File: src/htd_pkg.sv
// shared types and constants for the huffman tree decoder
package htd_pkg;

  localparam int SYMBOL_W   = 8;
  localparam int CODE_LEN_W = 6;
  localparam int CODE_W     = 32;

  localparam logic [1:0] CMD_ADD    = 2'd0;
  localparam logic [1:0] CMD_DECODE = 2'd1;
  localparam logic [1:0] CMD_CLEAR  = 2'd2;

  localparam logic [1:0] STAT_OK       = 2'd0;
  localparam logic [1:0] STAT_FULL     = 2'd1;
  localparam logic [1:0] STAT_MISSING  = 2'd2;
  localparam logic [1:0] STAT_ZERO_LEN = 2'd3;

  typedef struct packed {
    logic [1:0]            command;
    logic [SYMBOL_W-1:0]   symbol;
    logic [CODE_LEN_W-1:0] code_length;
    logic [CODE_W-1:0]     code_bits;
    logic                  data_bit;
  } item_t;

  typedef struct packed {
    logic                symbol_valid;
    logic [SYMBOL_W-1:0] decoded_symbol;
    logic [1:0]          status;
  } result_t;

  typedef struct packed {
    logic rd_en;
    logic wr_en;
  } mem_ctrl_t;

  typedef enum logic [3:0] {
    S_INIT,
    S_IDLE,
    S_ADD_RD,
    S_ADD_STEP,
    S_ADD_NEW,
    S_ADD_LEAF,
    S_DEC_CHILD,
    S_DEC_LEAF,
    S_DONE
  } state_t;

endpackage

File: src/htd_walker.sv
// sequencer that walks the code tree for add, decode and clear commands
module htd_walker #(
  parameter int NODE_DEPTH   = 512,
  parameter int MAX_CODE_LEN = 32,
  localparam int IDX_W       = $clog2(NODE_DEPTH),
  localparam int NODE_W      = 2 * IDX_W + htd_pkg::SYMBOL_W + 1
) (
  input  logic               clk,
  input  logic               rst,
  input  logic               item_valid,
  input  htd_pkg::item_t     item,
  output logic               idle,
  output logic               res_valid,
  input  logic               res_ready,
  output htd_pkg::result_t   res,
  output htd_pkg::mem_ctrl_t mem_ctrl,
  output logic [IDX_W-1:0]   mem_addr,
  output logic [NODE_W-1:0]  mem_wr_data,
  input  logic [NODE_W-1:0]  mem_rd_data
);

  localparam int CNT_W = $clog2(NODE_DEPTH + 1);
  localparam int SW    = htd_pkg::SYMBOL_W;
  localparam int LW    = htd_pkg::CODE_LEN_W;

  htd_pkg::state_t state, state_next;

  logic [CNT_W-1:0]          node_count;
  logic [IDX_W-1:0]          cursor;
  logic [IDX_W-1:0]          cur;
  logic [IDX_W-1:0]          nxt;
  logic [NODE_W-1:0]         cur_node;
  logic [htd_pkg::CODE_W-1:0] code_sh;
  logic [LW-1:0]             remaining;
  logic [SW-1:0]             sym;
  logic                      dbit;

  logic [LW-1:0]    eff_len;
  logic [IDX_W-1:0] cur_one, cur_zero, slot;
  logic [IDX_W-1:0] rd_one, rd_zero, rd_sel;
  logic             rd_leaf;
  logic             full;
  logic [IDX_W-1:0] new_idx;

  assign eff_len = ({1'b0, item.code_length} > (LW + 1)'(MAX_CODE_LEN)) ?
                   LW'(MAX_CODE_LEN) : item.code_length;

  assign cur_one  = cur_node[NODE_W-1 -: IDX_W];
  assign cur_zero = cur_node[IDX_W+SW -: IDX_W];
  assign slot     = code_sh[0] ? cur_one : cur_zero;

  assign rd_one  = mem_rd_data[NODE_W-1 -: IDX_W];
  assign rd_zero = mem_rd_data[IDX_W+SW -: IDX_W];
  assign rd_leaf = mem_rd_data[SW];
  assign rd_sel  = dbit ? rd_one : rd_zero;

  assign full    = (node_count >= CNT_W'(NODE_DEPTH));
  assign new_idx = node_count[IDX_W-1:0];

  // next state
  always_comb begin
    state_next = state;
    unique case (state)
      htd_pkg::S_INIT: state_next = htd_pkg::S_IDLE;
      htd_pkg::S_IDLE: begin
        if (item_valid) begin
          case (item.command)
            htd_pkg::CMD_ADD:
              state_next = (item.code_length == '0) ? htd_pkg::S_DONE : htd_pkg::S_ADD_RD;
            htd_pkg::CMD_DECODE: state_next = htd_pkg::S_DEC_CHILD;
            default: state_next = htd_pkg::S_DONE;
          endcase
        end
      end
      htd_pkg::S_ADD_RD:
        state_next = (remaining == '0) ? htd_pkg::S_ADD_LEAF : htd_pkg::S_ADD_STEP;
      htd_pkg::S_ADD_STEP: begin
        if (slot != '0) begin
          state_next = htd_pkg::S_ADD_RD;
        end else if (full) begin
          state_next = htd_pkg::S_DONE;
        end else begin
          state_next = htd_pkg::S_ADD_NEW;
        end
      end
      htd_pkg::S_ADD_NEW:
        state_next = (remaining == '0) ? htd_pkg::S_ADD_LEAF : htd_pkg::S_ADD_STEP;
      htd_pkg::S_ADD_LEAF: state_next = htd_pkg::S_DONE;
      htd_pkg::S_DEC_CHILD:
        state_next = (rd_sel == '0) ? htd_pkg::S_DONE : htd_pkg::S_DEC_LEAF;
      htd_pkg::S_DEC_LEAF: state_next = htd_pkg::S_DONE;
      htd_pkg::S_DONE: begin
        if (res_ready) begin
          state_next = htd_pkg::S_IDLE;
        end
      end
      default: state_next = htd_pkg::S_INIT;
    endcase
  end

  // outputs and node table port
  always_comb begin
    idle        = 1'b0;
    res_valid   = 1'b0;
    mem_ctrl    = '0;
    mem_addr    = '0;
    mem_wr_data = '0;
    unique case (state)
      htd_pkg::S_INIT: begin
        mem_ctrl.wr_en = 1'b1;
      end
      htd_pkg::S_IDLE: begin
        idle = 1'b1;
        if (item_valid) begin
          case (item.command)
            htd_pkg::CMD_ADD: mem_ctrl.rd_en = (item.code_length != '0);
            htd_pkg::CMD_DECODE: begin
              mem_ctrl.rd_en = 1'b1;
              mem_addr       = cursor;
            end
            htd_pkg::CMD_CLEAR: mem_ctrl.wr_en = 1'b1;
            default: ;
          endcase
        end
      end
      htd_pkg::S_ADD_RD: ;
      htd_pkg::S_ADD_STEP: begin
        if (slot != '0) begin
          mem_ctrl.rd_en = 1'b1;
          mem_addr       = slot;
        end else if (!full) begin
          mem_ctrl.wr_en = 1'b1;
          mem_addr       = cur;
          mem_wr_data    = code_sh[0] ? {new_idx, cur_zero, cur_node[SW:0]}
                                      : {cur_one, new_idx, cur_node[SW:0]};
        end
      end
      htd_pkg::S_ADD_NEW: begin
        mem_ctrl.wr_en = 1'b1;
        mem_addr       = cur;
      end
      htd_pkg::S_ADD_LEAF: begin
        mem_ctrl.wr_en = 1'b1;
        mem_addr       = cur;
        mem_wr_data    = {cur_one, cur_zero, 1'b1, sym};
      end
      htd_pkg::S_DEC_CHILD: begin
        if (rd_sel != '0) begin
          mem_ctrl.rd_en = 1'b1;
          mem_addr       = rd_sel;
        end
      end
      htd_pkg::S_DEC_LEAF: ;
      htd_pkg::S_DONE: res_valid = 1'b1;
      default: ;
    endcase
  end

  // control state
  always_ff @(posedge clk) begin
    if (rst) begin
      state      <= htd_pkg::S_INIT;
      node_count <= CNT_W'(1);
      cursor     <= '0;
    end else begin
      state <= state_next;
      case (state)
        htd_pkg::S_IDLE: begin
          if (item_valid && item.command == htd_pkg::CMD_CLEAR) begin
            node_count <= CNT_W'(1);
            cursor     <= '0;
          end
        end
        htd_pkg::S_ADD_STEP: begin
          if (slot == '0 && !full) begin
            node_count <= node_count + CNT_W'(1);
          end
        end
        htd_pkg::S_DEC_CHILD: begin
          if (rd_sel == '0) begin
            cursor <= '0;
          end
        end
        htd_pkg::S_DEC_LEAF: cursor <= rd_leaf ? '0 : nxt;
        default: ;
      endcase
    end
  end

  // walk datapath
  always_ff @(posedge clk) begin
    case (state)
      htd_pkg::S_IDLE: begin
        if (item_valid) begin
          sym       <= item.symbol;
          code_sh   <= item.code_bits;
          remaining <= eff_len;
          dbit      <= item.data_bit;
          cur       <= '0;
          res.symbol_valid   <= 1'b0;
          res.decoded_symbol <= '0;
          res.status <= (item.command == htd_pkg::CMD_ADD && item.code_length == '0) ?
                        htd_pkg::STAT_ZERO_LEN : htd_pkg::STAT_OK;
        end
      end
      htd_pkg::S_ADD_RD: cur_node <= mem_rd_data;
      htd_pkg::S_ADD_STEP: begin
        if (slot != '0) begin
          cur       <= slot;
          code_sh   <= code_sh >> 1;
          remaining <= remaining - LW'(1);
        end else if (full) begin
          res.status <= htd_pkg::STAT_FULL;
        end else begin
          cur       <= new_idx;
          cur_node  <= '0;
          code_sh   <= code_sh >> 1;
          remaining <= remaining - LW'(1);
        end
      end
      htd_pkg::S_DEC_CHILD: begin
        nxt <= rd_sel;
        if (rd_sel == '0) begin
          res.status <= htd_pkg::STAT_MISSING;
        end
      end
      htd_pkg::S_DEC_LEAF: begin
        if (rd_leaf) begin
          res.symbol_valid   <= 1'b1;
          res.decoded_symbol <= mem_rd_data[SW-1:0];
        end
      end
      default: ;
    endcase
  end

`ifndef SYNTHESIS
  a_count_range: assert property (@(posedge clk) disable iff (rst)
    node_count >= CNT_W'(1) && node_count <= CNT_W'(NODE_DEPTH))
    else $error("node count out of range");

  a_single_port: assert property (@(posedge clk) disable iff (rst)
    !(mem_ctrl.rd_en && mem_ctrl.wr_en))
    else $error("read and write in one cycle");

  a_cursor_alloc: assert property (@(posedge clk) disable iff (rst)
    state == htd_pkg::S_IDLE |-> CNT_W'(cursor) < node_count)
    else $error("cursor points past allocated nodes");

  a_busy_after_transfer: assert property (@(posedge clk) disable iff (rst)
    state == htd_pkg::S_IDLE && item_valid |=> state != htd_pkg::S_IDLE)
    else $error("sequencer stayed idle after a transfer");
`endif

endmodule

File: config.mk
export PLATFORM = sky130hd
export DESIGN_NAME = htd_walker
export DESIGN_NICKNAME = d
export VERILOG_FILES = /design/src/htd_pkg.sv /design/src/htd_walker.sv
export SDC_FILE = /design/constraint.sdc
export NUM_CORES = 1
export LEC_CHECK = 0
export BUFFER_PORTS_ARGS = -buffer_cell sky130_fd_sc_hd__buf_4
export CELL_PAD_IN_SITES_DETAIL_PLACEMENT = 0
export CELL_PAD_IN_SITES_GLOBAL_PLACEMENT = 1
export CORE_UTILIZATION = 30
export CTS_BUF_LIST = sky130_fd_sc_hd__clkbuf_8
export DETAILED_ROUTE_END_ITERATION = 12
export GPL_ROUTABILITY_DRIVEN = 0
export GPL_TIMING_DRIVEN = 0
export PLACE_DENSITY = 0.56
export SLEW_MARGIN = 10
export SYNTH_ARGS = -nofsm -noshare
export SYNTH_HDL_FRONTEND = slang
export SYNTH_SLANG_ARGS = --single-unit
File: constraint.sdc
create_clock -name clk -period 11.57 [get_ports clk]
set_input_delay 1.157 -clock clk [delete_from_list [all_inputs] [get_ports clk]]
set_output_delay 1.157 -clock clk [all_outputs]
set_load 0.02 [all_outputs]
==> results.txt, run 1 <==
CP Capture Type -> output port
F_max -> 218 MHz
Initial Util -> 30.6%
Syn Inst Count -> 571
H-tree levels -> 4
Cell taking the most area after synthesis -> edfxtp_1
Fin crit share -> 39.7%
Final min period -> 4.59 ns
Cell Count, Final, Fillers Out -> 1,008
Clock Tree Root -> clkbuf_8
Final instance area -> 7990 sq um
Post-synthesis cell type count -> 68
Post-CTS sizing -> 0
Setup TNS -> 0 ns
Drt first pass iters -> 4
Top_reg_cell synth -> edfxtp_1
Hold Slack -> 0.461 ns
Clk_lat worst skew -> 0.45 ns
Worst EP arrival -> 3.44 ns
Die area -> 21,300 sq um
Cell Pwr Density -> 149 nW/um^2
Startpoint types -> register
Lkg Pwr -> 3.14 nW
Crit-path max cell delay -> 0.91 ns
Final Max Tran Viols -> 0
Filler cells -> 2,036
Setup Buffers After CTS -> 0
Complex-gate fraction of the synthesized area -> 13.8%
ANT nets after route -> 0
Post-synthesis xor/xnor area fraction -> 0.563%
Gr usage total -> 18.5%
Core Box Area -> 20,300 sq um
Syn nets -> 655
# hold bufs at CTS -> 0
Synth area leaders -> edfxtp_1, nand2_1, dfxtp_1, a22o_1, and2_1
Status -> finished clean
Mapped Area -> 6220 sq um
DP Wirelength -> 13,900 um
YS warnings -> 0
Async SR Flop Fraction -> 0%
Initial antenna violation count -> 0
Dpl cells -> 976
Die span in x -> 146 um
Pwr Total -> 1.19 mW
Port Buffers -> 129
Seq/Total Area, Yosys -> 57.1%
Via-to-Cell Ratio -> 5.02
Final hold viol count -> 0
FP Rows -> 52
Hold_sp -> nxt[5]
Synth cell count leaders -> nand2_1, edfxtp_1, and2_1
DR WL/cell -> 18.9 um
Worst Skew -> 0.0143 ns
Slew @ Worst Pin -> 1.23 ns
Ports -> 131
Yosys top cell area share -> 49.7%
CTS max path bufs -> 2
Starting DRT DRC Count -> 262
Vias in the first global route -> 5,150
Relative slew slack -> 18.3%
Crit path from -> state[0]
Multiplexer area fraction after synthesis -> 3.28%
Height of the die -> 146 um
CP Class -> reg -> out
Fraction of the mapped netlist area in simple logic gates -> 21.4%
Most numerous cell in the Yosys netlist -> nand2_1
Post-synth EDFFs -> 103
Post-Synth Adder-Cell Area -> 0.805%
CTS tree -> yes
Final setup fails -> 0
Max_cap viols -> 0
Largest family of logic cells by synthesized area -> simple AND/OR/NAND/NOR gates
Antenna Cells -> 0
CP Data Required Time -> 10.41 ns
Worst-path clk slew -> 0.08 ns
Worst path cell trace -> clkbuf_1 > inv_2 > nor4_2 > o21ai_1 > o21ai_0 > a221o_1 > buf_4
Share of layout cells above drive strength 1 -> 27.4%
Hold crit path type -> reg -> reg
FF-to-FF Start -> code_sh[0]
Unrepaired setup endpoints after global routing -> no
Critical path peak fanout -> 10
CTS buffer count -> 17
Yosys reg bits -> 126
Total number of vias -> 5,056
Synthesized area per cell -> 10.9 sq um
Congestion Overflow GR -> 0
Clock tree sinks -> 126
Peak VDD IR -> 65.9 uV
Placed Area -> 7610 sq um
Detailed Route WL -> 19,100 um
NumNets Final -> 809
Critical path's slowest cell -> nor4_2
Maximum number of pins on one net before global-route repair -> 27
First-pass GRT wire length -> 29,600 um
Area growth syn-to-layout -> 28.4%
Drt drc -> 0
-- sequential cells by signal (all words and copies together), names as in the netlist --
signal / flops
code_sh: 32
cur: 9
cur_node: 27
cursor: 9
dbit: 1
node_count: 10
nxt: 9
remaining: 6
res: 11
state: 4
sym: 8
-- cells in the final DEF, fill, tap and decap left out, types with 3 or more instances in the layout --
cell / n
a21o_1: 4
a31oi_1: 8
buf_2: 6
mux2_2: 10
a22o_1: 36
and3_1: 3
o21bai_1: 3
clkbuf_8: 17
nor2_1: 20
edfxtp_1: 103
clkinvlp_4: 4
nor4_2: 4
o32ai_1: 4
nand3b_1: 6
inv_6: 7
nand2b_1: 7
inv_1: 8
inv_2: 3
o21ai_0: 11
nor3_1: 11
a21oi_1: 19
a22oi_1: 3
nand2_1: 125
nor4_1: 4
buf_4: 135
and2_1: 37
mux2i_1: 8
dfxtp_1: 23
clkbuf_1: 26
nor2b_1: 5
nand3_1: 11
ha_1: 4
a221o_1: 7
-- worst paths after layout --
check	end	cells after the start	slack, ns
setup / recovery	mem_addr[3]	7	6.98
hold / removal	cursor[5]	1	0.46
setup reg to reg	cur_node[26]	9	8.23
hold reg to reg	cursor[5]	1	0.46
-- through the flow --
step | setup WS (ns) | util [%]
finish | 6.98 | 39.4
global route | 6.68 | 39.4
CTS | 6.90 | 39.4
detailed placement | 7.43 | 37.5
global placement | 5.03 | 37.1
floorplan | 6.77 | -
-- area by class of cell --
class / instances / area [sq um] / share of cell area (%)
clock buffers: 17 / 234 / 2.93
well taps: 270 / 338 / 4.23
repair buffers: 135 / 1030 / 12.9
plain buffers: 35 / 150 / 1.88
clock inverters: 15 / 150 / 1.88
flip-flops and latches: 126 / 3550 / 44.5
inverters: 11 / 41.3 / 0.517
multi-input cells: 399 / 2490 / 31.2
-- worst max-delay path, delay by kind of cell, from the launching register on --
| kind | cells | cell delay (ns) |
|---|---|---|
| AO/OA/AOI/OAI | 3 | 1.08 |
| AND/OR/NAND/NOR | 1 | 0.91 |
| buffers and inverters | 3 | 0.66 |
| flip-flops | 1 | 0.35 |
-- where the power goes --
part | internal (mW) | switching, mW
clock network | 0.176 | 0.205
logic | 0.0893 | 0.145
registers | 0.555 | 0.0198
total | 0.820 | 0.369
-- layer usage --
metal,up-vias,global-route usage (%),wire length [um]
met5,-,0,0
met4,0,5.57,259
met3,14,5.20,1070
met2,155,29.9,9120
met1,2471,24.0,8640
li1,2416,-,-
-- cells by family (layout without fill, tap and decap cells) --
| kind of cell | count (synthesis) | count (layout) |
|---|---|---|
| xor gates and xnor gates | 4 | 4 |
| and+or+nand+nor | 257 | 257 |
| adders and majority gates | 4 | 4 |
| buffers and inverters | 46 | 213 |
| AOI/OAI and AO/OA | 115 | 115 |
| muxes | 19 | 19 |
| DFF | 126 | 126 |
Note: power is estimated with default switching activity, not from simulation.
==> run 2, diff against run 1 <==
PLACE_DENSITY = 0.58   (was 0.56)
clock period = 4 ns   (was 11.57 ns; I/O delays follow)
==> results.txt, run 2 (synthesis gave the netlist of run 1 again) <==
Area growth syn-to-layout -> 29.0%
NumNets Final -> 807 (-0.25%)
Via-to-Cell Ratio -> 4.98 (-0.65%)
Gr usage total -> 18.6% (+0.087 points)
Final min period -> 3.68 ns
Met1 usage -> 24.5% (+0.51 points)
Max_cap viols -> 0 (unchanged)
FP Rows -> 52 (unchanged)
Worst Skew -> 0.0146 ns (+0.000298 ns)
CTS max path bufs -> 2 (unchanged)
Max reg flops -> 32 (unchanged)
Relative slew slack -> 20.8% (+2.5 points)
Startpoint types -> register
Peak VDD IR -> 181 uV (+170%)
Slew @ Worst Pin -> 1.19 ns (-0.0377 ns)
First-pass GRT wire length -> 29,800 um (+0.47%)
F_max -> 271 MHz
Hold crit path type -> in -> reg
Port Buffers -> 129 (unchanged)
CP Capture Type -> output port
ANT nets after route -> 0 (unchanged)
Final setup fails -> 0 (unchanged)
Post-CTS sizing -> 0 (unchanged)
Setup Buffers After CTS -> 0 (unchanged)
Ports -> 131 (unchanged)
Filler cells -> 2,039 (+0.15%)
Final hold viol count -> 0 (unchanged)
Height of the die -> 146 um (unchanged)
Share of layout cells above drive strength 1 -> 26.9% (-0.47 points)
Critical path peak fanout -> 9 (-1)
Status -> finished clean
Final instance area -> 8030 sq um (+0.47%)
Core Box Area -> 20,300 sq um (unchanged)
Biggest register -> code_sh
Most frequent cells in the layout -> buf_4, nand2_1, edfxtp_1
Setup TNS -> 0 ns (unchanged)
DR WL/cell -> 18.9 um (about the same)
Hold Slack -> 0.123 ns (-0.339 ns)
# hold bufs at CTS -> 0 (unchanged)
Congestion Overflow GR -> 0 (unchanged)
Worst EP arrival -> 3.28 ns (-0.16 ns)
Cell Pwr Density -> 436 nW/um^2 (+190%)
Antenna Cells -> 0 (unchanged)
Drt first pass iters -> 5 (+1)
Detailed Route WL -> 19,000 um (-0.24%)
Clk_lat worst skew -> 0.45 ns (about the same)
Vias in the first global route -> 5,157 (+0.14%)
M3 GR Usage -> 5.45% (+0.25 points)
Maximum number of pins on one net before global-route repair -> 27 (unchanged)
Final Max Tran Viols -> 0 (unchanged)
Busiest grt layer -> met2
Total number of vias -> 5,013 (-0.85%)
Placed Area -> 7610 sq um (about the same)
CP Data Required Time -> 3.60 ns (-6.81 ns)
Starting DRT DRC Count -> 376 (+44%)
Most common cell after layout, fill and taps aside -> buf_4
Biggest regs -> code_sh x32, cur_node x27, res x11
Initial Util -> 30.6% (unchanged)
DP Wirelength -> 13,900 um (-0.17%)
Initial antenna violation count -> 0 (unchanged)
CTS buffer count -> 17 (unchanged)
Clock tree sinks -> 126 (unchanged)
H-tree levels -> 4 (unchanged)
Grt met2 use -> 29.5% (-0.43 points)
CP Class -> reg -> out
CTS tree -> yes
Lkg Pwr -> 3.15 nW (+0.46%)
Die area -> 21,300 sq um (unchanged)
Die span in x -> 146 um (unchanged)
Worst-path clk slew -> 0.08 ns (about the same)
Unrepaired setup endpoints after global routing -> no
Drt drc -> 0 (unchanged)
Final Util -> 39.5% (+0.18 points)
Fin crit share -> 92.1%
Clock Tree Root -> clkbuf_8
-- run 2: changes by cell type in the layout (fill, tap and decap cells not counted) --
cell        previous run  this run
inv_6                  7         1
buf_4                135       131
bufinv_16              1         3
clkinv_2               0         2
clkinv_4               2         4
inv_1                  8        10
nor4_2                 4         2
nor4_4                 0         2
buf_6                  1         2
buf_8                  0         1
clkinvlp_4             4         3
inv_8                  1         0
-- run 2: stage by stage --
| step | setup slack, ns | cells | total power [mW] |
|---|---|---|---|
| 2_1_floorplan | 0.338 | 571 | 2.07 |
| 3_3_place_gp | -0.696 | 970 | 2.34 |
| 3_5_place_dp | 0.634 | 974 | 2.38 |
| 4_1_cts | 0.120 | 1006 | 3.54 |
| 5_1_grt | 0.115 | 1006 | 3.67 |
| 6_report | 0.315 | 1006 | 3.50 |
-- run 2: worst max-delay path, cell delays in order, from the launching register on --
cell and delay (ns):
edfxtp_1 0.44, nor4b_1 0.61, o22a_1 0.33, nand3_2 0.25
o21bai_1 0.75, a22o_1 0.29, buf_4 0.16
-- run 2: final timing paths --
| kind | from | end | slack [ns] | depth (start not counted) |
|---|---|---|---|---|
| max | cur_node[20] | mem_wr_data[25] | 0.32 | 6 |
| min | item[41] | sym[2] | 0.12 | 1 |
| max reg2reg | cur_node[20] | cur_node[21] | 0.87 | 7 |
| min reg2reg | nxt[0] | cursor[0] | 0.47 | 1 |
-- run 2: metal layers --
layer | up-vias | part of all wire, %
met5 | - | 0
met4 | 0 | 1.4
met3 | 18 | 5.8
met2 | 157 | 47
met1 | 2425 | 46
li1 | 2413 | -
-- run 2: cell type report --
| class | instances | area [sq um] | area share (%) |
|---|---|---|---|
| Timing Repair Buffer | 133 | 1030 | 12.8 |
| Clock inverter | 15 | 174 | 2.17 |
| Buffer | 35 | 150 | 1.87 |
| Tap cell | 270 | 338 | 4.21 |
| Multi-Input combinational cell | 399 | 2510 | 31.2 |
| Clock buffer | 17 | 234 | 2.91 |
| Inverter | 11 | 41.3 | 0.514 |
| Sequential cell | 126 | 3550 | 44.3 |
-- run 2: report_power, final --
part           total [mW]  switching (mW)  internal, mW
Clock                1.15           0.541         0.614
Sequential           1.67          0.0615          1.61
Combinational       0.682           0.423         0.260
Total                3.50            1.02          2.48
==> run 3, diff against run 2 <==
CELL_PAD_IN_SITES_GLOBAL_PLACEMENT = 2   (was 1)
CORE_MARGIN = 3   (was unset)
PLACE_DENSITY = unset   (was 0.58)
PLACE_DENSITY_LB_ADDON = 0.1   (was unset)
==> results.txt, run 3 (synthesis gave the netlist of run 1 again) <==
Status -> finished clean
Pwr Total -> 3.55 mW (+1.2%)
FP Rows -> 52 (unchanged)
CTS max path bufs -> 2 (unchanged)
Die area -> 22,500 sq um (+5.6%)
DR WL/cell -> 19.5 um (+3.2%)
Register area -> 3550 sq um (unchanged)
Final Util -> 39.6% (+0.049 points)
Fin crit share -> 90.7% (-1.4 points)
H-tree levels -> 4 (unchanged)
Starting DRT DRC Count -> 290 (-23%)
Part of the power in registers -> 46.8% (-0.8 points)
Critical path peak fanout -> 10 (+1)
Antenna Cells -> 0 (unchanged)
Hold crit path type -> in -> reg
Congestion Overflow GR -> 0 (unchanged)
# hold bufs at CTS -> 0 (unchanged)
Worst Slack Setup Final -> 0.370 ns (+0.0551 ns)
CP Data Required Time -> 3.60 ns (about the same)
Biggest register -> code_sh
Core Box Area -> 20,300 sq um (unchanged)
Detailed Route WL -> 19,700 um (+3.2%)
Clk_lat worst skew -> 0.46 ns (about the same)
Biggest regs -> code_sh x32, cur_node x27, res x11
Gr usage total -> 17.7% (-0.87 points)
Setup Buffers After CTS -> 0 (unchanged)
CP Class -> reg -> out
Final setup fails -> 0 (unchanged)
Final hold viol count -> 0 (unchanged)
Final Max Tran Viols -> 0 (unchanged)
Hold Slack -> 0.105 ns (-0.0174 ns)
Most common cell after layout, fill and taps aside -> buf_4
ANT nets after route -> 0 (unchanged)
First-pass GRT wire length -> 30,000 um (+0.79%)
F_max -> 275 MHz (+1.5%)
Height of the die -> 150 um (+2.7%)
Clock network fraction of total power -> 33.9% (+0.9 points)
Filler cells -> 2,070 (+1.5%)
Maximum number of pins on one net before global-route repair -> 34 (+26%)
Relative slew slack -> 22.5% (+1.7 points)
Final instance area -> 8040 sq um (+0.12%)
Setup WS pre-CTS -> 0.701 ns (+0.0668 ns)
Setup TNS -> 0 ns (unchanged)
Die span in x -> 150 um (+2.7%)
DP Wirelength -> 14,200 um (+2.1%)
Total number of vias -> 5,023 (+0.20%)
Drt first pass iters -> 5 (unchanged)
Dpl cells -> 974 (unchanged)
CP Capture Type -> output port
Ports -> 131 (unchanged)
CTS buffer count -> 17 (unchanged)
Initial antenna violation count -> 0 (unchanged)
Port Buffers -> 129 (unchanged)
Slew @ Worst Pin -> 1.16 ns (-0.0250 ns)
Drt drc -> 0 (unchanged)
Max_cap viols -> 0 (unchanged)
Startpoint types -> register
Sw Pwr -> 1.15 mW (+12%)
Via-to-Cell Ratio -> 4.99 (+0.20%)
Worst EP arrival -> 3.23 ns (-0.05 ns)
Most frequent cells in the layout -> buf_4, nand2_1, edfxtp_1
Max reg flops -> 32 (unchanged)
Vias in the first global route -> 5,218 (+1.2%)
Initial Util -> 30.6% (unchanged)
P_int -> 2.40 mW (-3.1%)
CTS tree -> yes
Lkg Pwr -> 3.16 nW (+0.29%)
Clock Tree Root -> clkbuf_8
Unrepaired setup endpoints after global routing -> no
Post-CTS sizing -> 0 (unchanged)
Combinational cell fraction of total power -> 19.3% (-0.2 points)
Placed Area -> 7600 sq um (about the same)
Sw Ratio -> 32.3% (+3.0 points)
Worst Skew -> 0.0192 ns (+0.00457 ns)
Cell Count, Final, Fillers Out -> 1,006 (unchanged)
Cell Pwr Density -> 441 nW/um^2 (+1.1%)
Multi-input gate area -> 2510 sq um (+0.15%)
Clock tree sinks -> 126 (unchanged)
Final min period -> 3.63 ns (-0.0551 ns)
Peak VDD IR -> 210 uV (+16%)
Share of layout cells above drive strength 1 -> 27.3% (+0.41 points)
Area growth syn-to-layout -> 29.2%
NumNets Final -> 807 (unchanged)
Worst-path clk slew -> 0.10 ns (+0.02 ns)
-- run 3: changes by cell type in the layout (fill, tap and decap cells not counted), moves of 2 or more --
| cell | delta |
|---|---|
| inv_6 | +3 |
| clkinv_8 | +2 |
| clkinv_4 | -4 |
| inv_1 | -2 |
| inv_8 | +8 |
| bufinv_16 | -2 |
| clkinv_2 | -2 |
| clkinvlp_4 | -3 |
-- run 3: worst max-delay path: stages (launching register included) --
cell and delay [ns]:
edfxtp_1 0.39, buf_6 0.16, or4_4 0.56, o22ai_2 0.20, nand3_2 0.24, o21bai_1 0.76, a22o_1 0.29, buf_4 0.16
-- run 3: power by group through the flow --
| stage | registers [mW] | logic, mW | clock network, mW |
|---|---|---|---|
| 3_5_place_dp | 1.69 | 0.687 | 0 |
| 3_3_place_gp | 1.70 | 0.653 | 0 |
| 2_1_floorplan | 1.70 | 0.371 | 0 |
| 4_1_cts | 1.66 | 0.691 | 1.23 |
| 6_report | 1.66 | 0.684 | 1.20 |
| 5_1_grt | 1.68 | 0.748 | 1.29 |
-- run 3: layer usage --
| metal | track usage [%] | vias up | wire length, um | share of wire [%] |
|---|---|---|---|---|
| met5 | 0 | - | 0 | 0 |
| met2 | 28.2 | 130 | 9270 | 47 |
| met4 | 5.58 | 0 | 272 | 1.4 |
| li1 | - | 2411 | - | - |
| met1 | 23.4 | 2461 | 8940 | 45 |
| met3 | 5.03 | 21 | 1170 | 6.0 |
-- run 3: layout make-up --
| class | count | area share, % |
|---|---|---|
| clock inverter | 15 | 2.33 |
| tap | 270 | 4.20 |
| multi-input combinational | 399 | 31.2 |
| buffer | 35 | 1.87 |
| sequential | 126 | 44.2 |
| timing repair buffer | 133 | 12.7 |
| inverter | 11 | 0.514 |
| clock buffer | 17 | 2.91 |
-- run 3: final timing paths --
path / end / cells past startpoint / start / slack [ns]
max reg2reg: cur_node[26] / 8 / code_sh[0] / 0.87
min: sym[6] / 1 / item[45] / 0.11
max: mem_wr_data[25] / 7 / code_sh[0] / 0.37
min reg2reg: cursor[5] / 1 / nxt[5] / 0.46
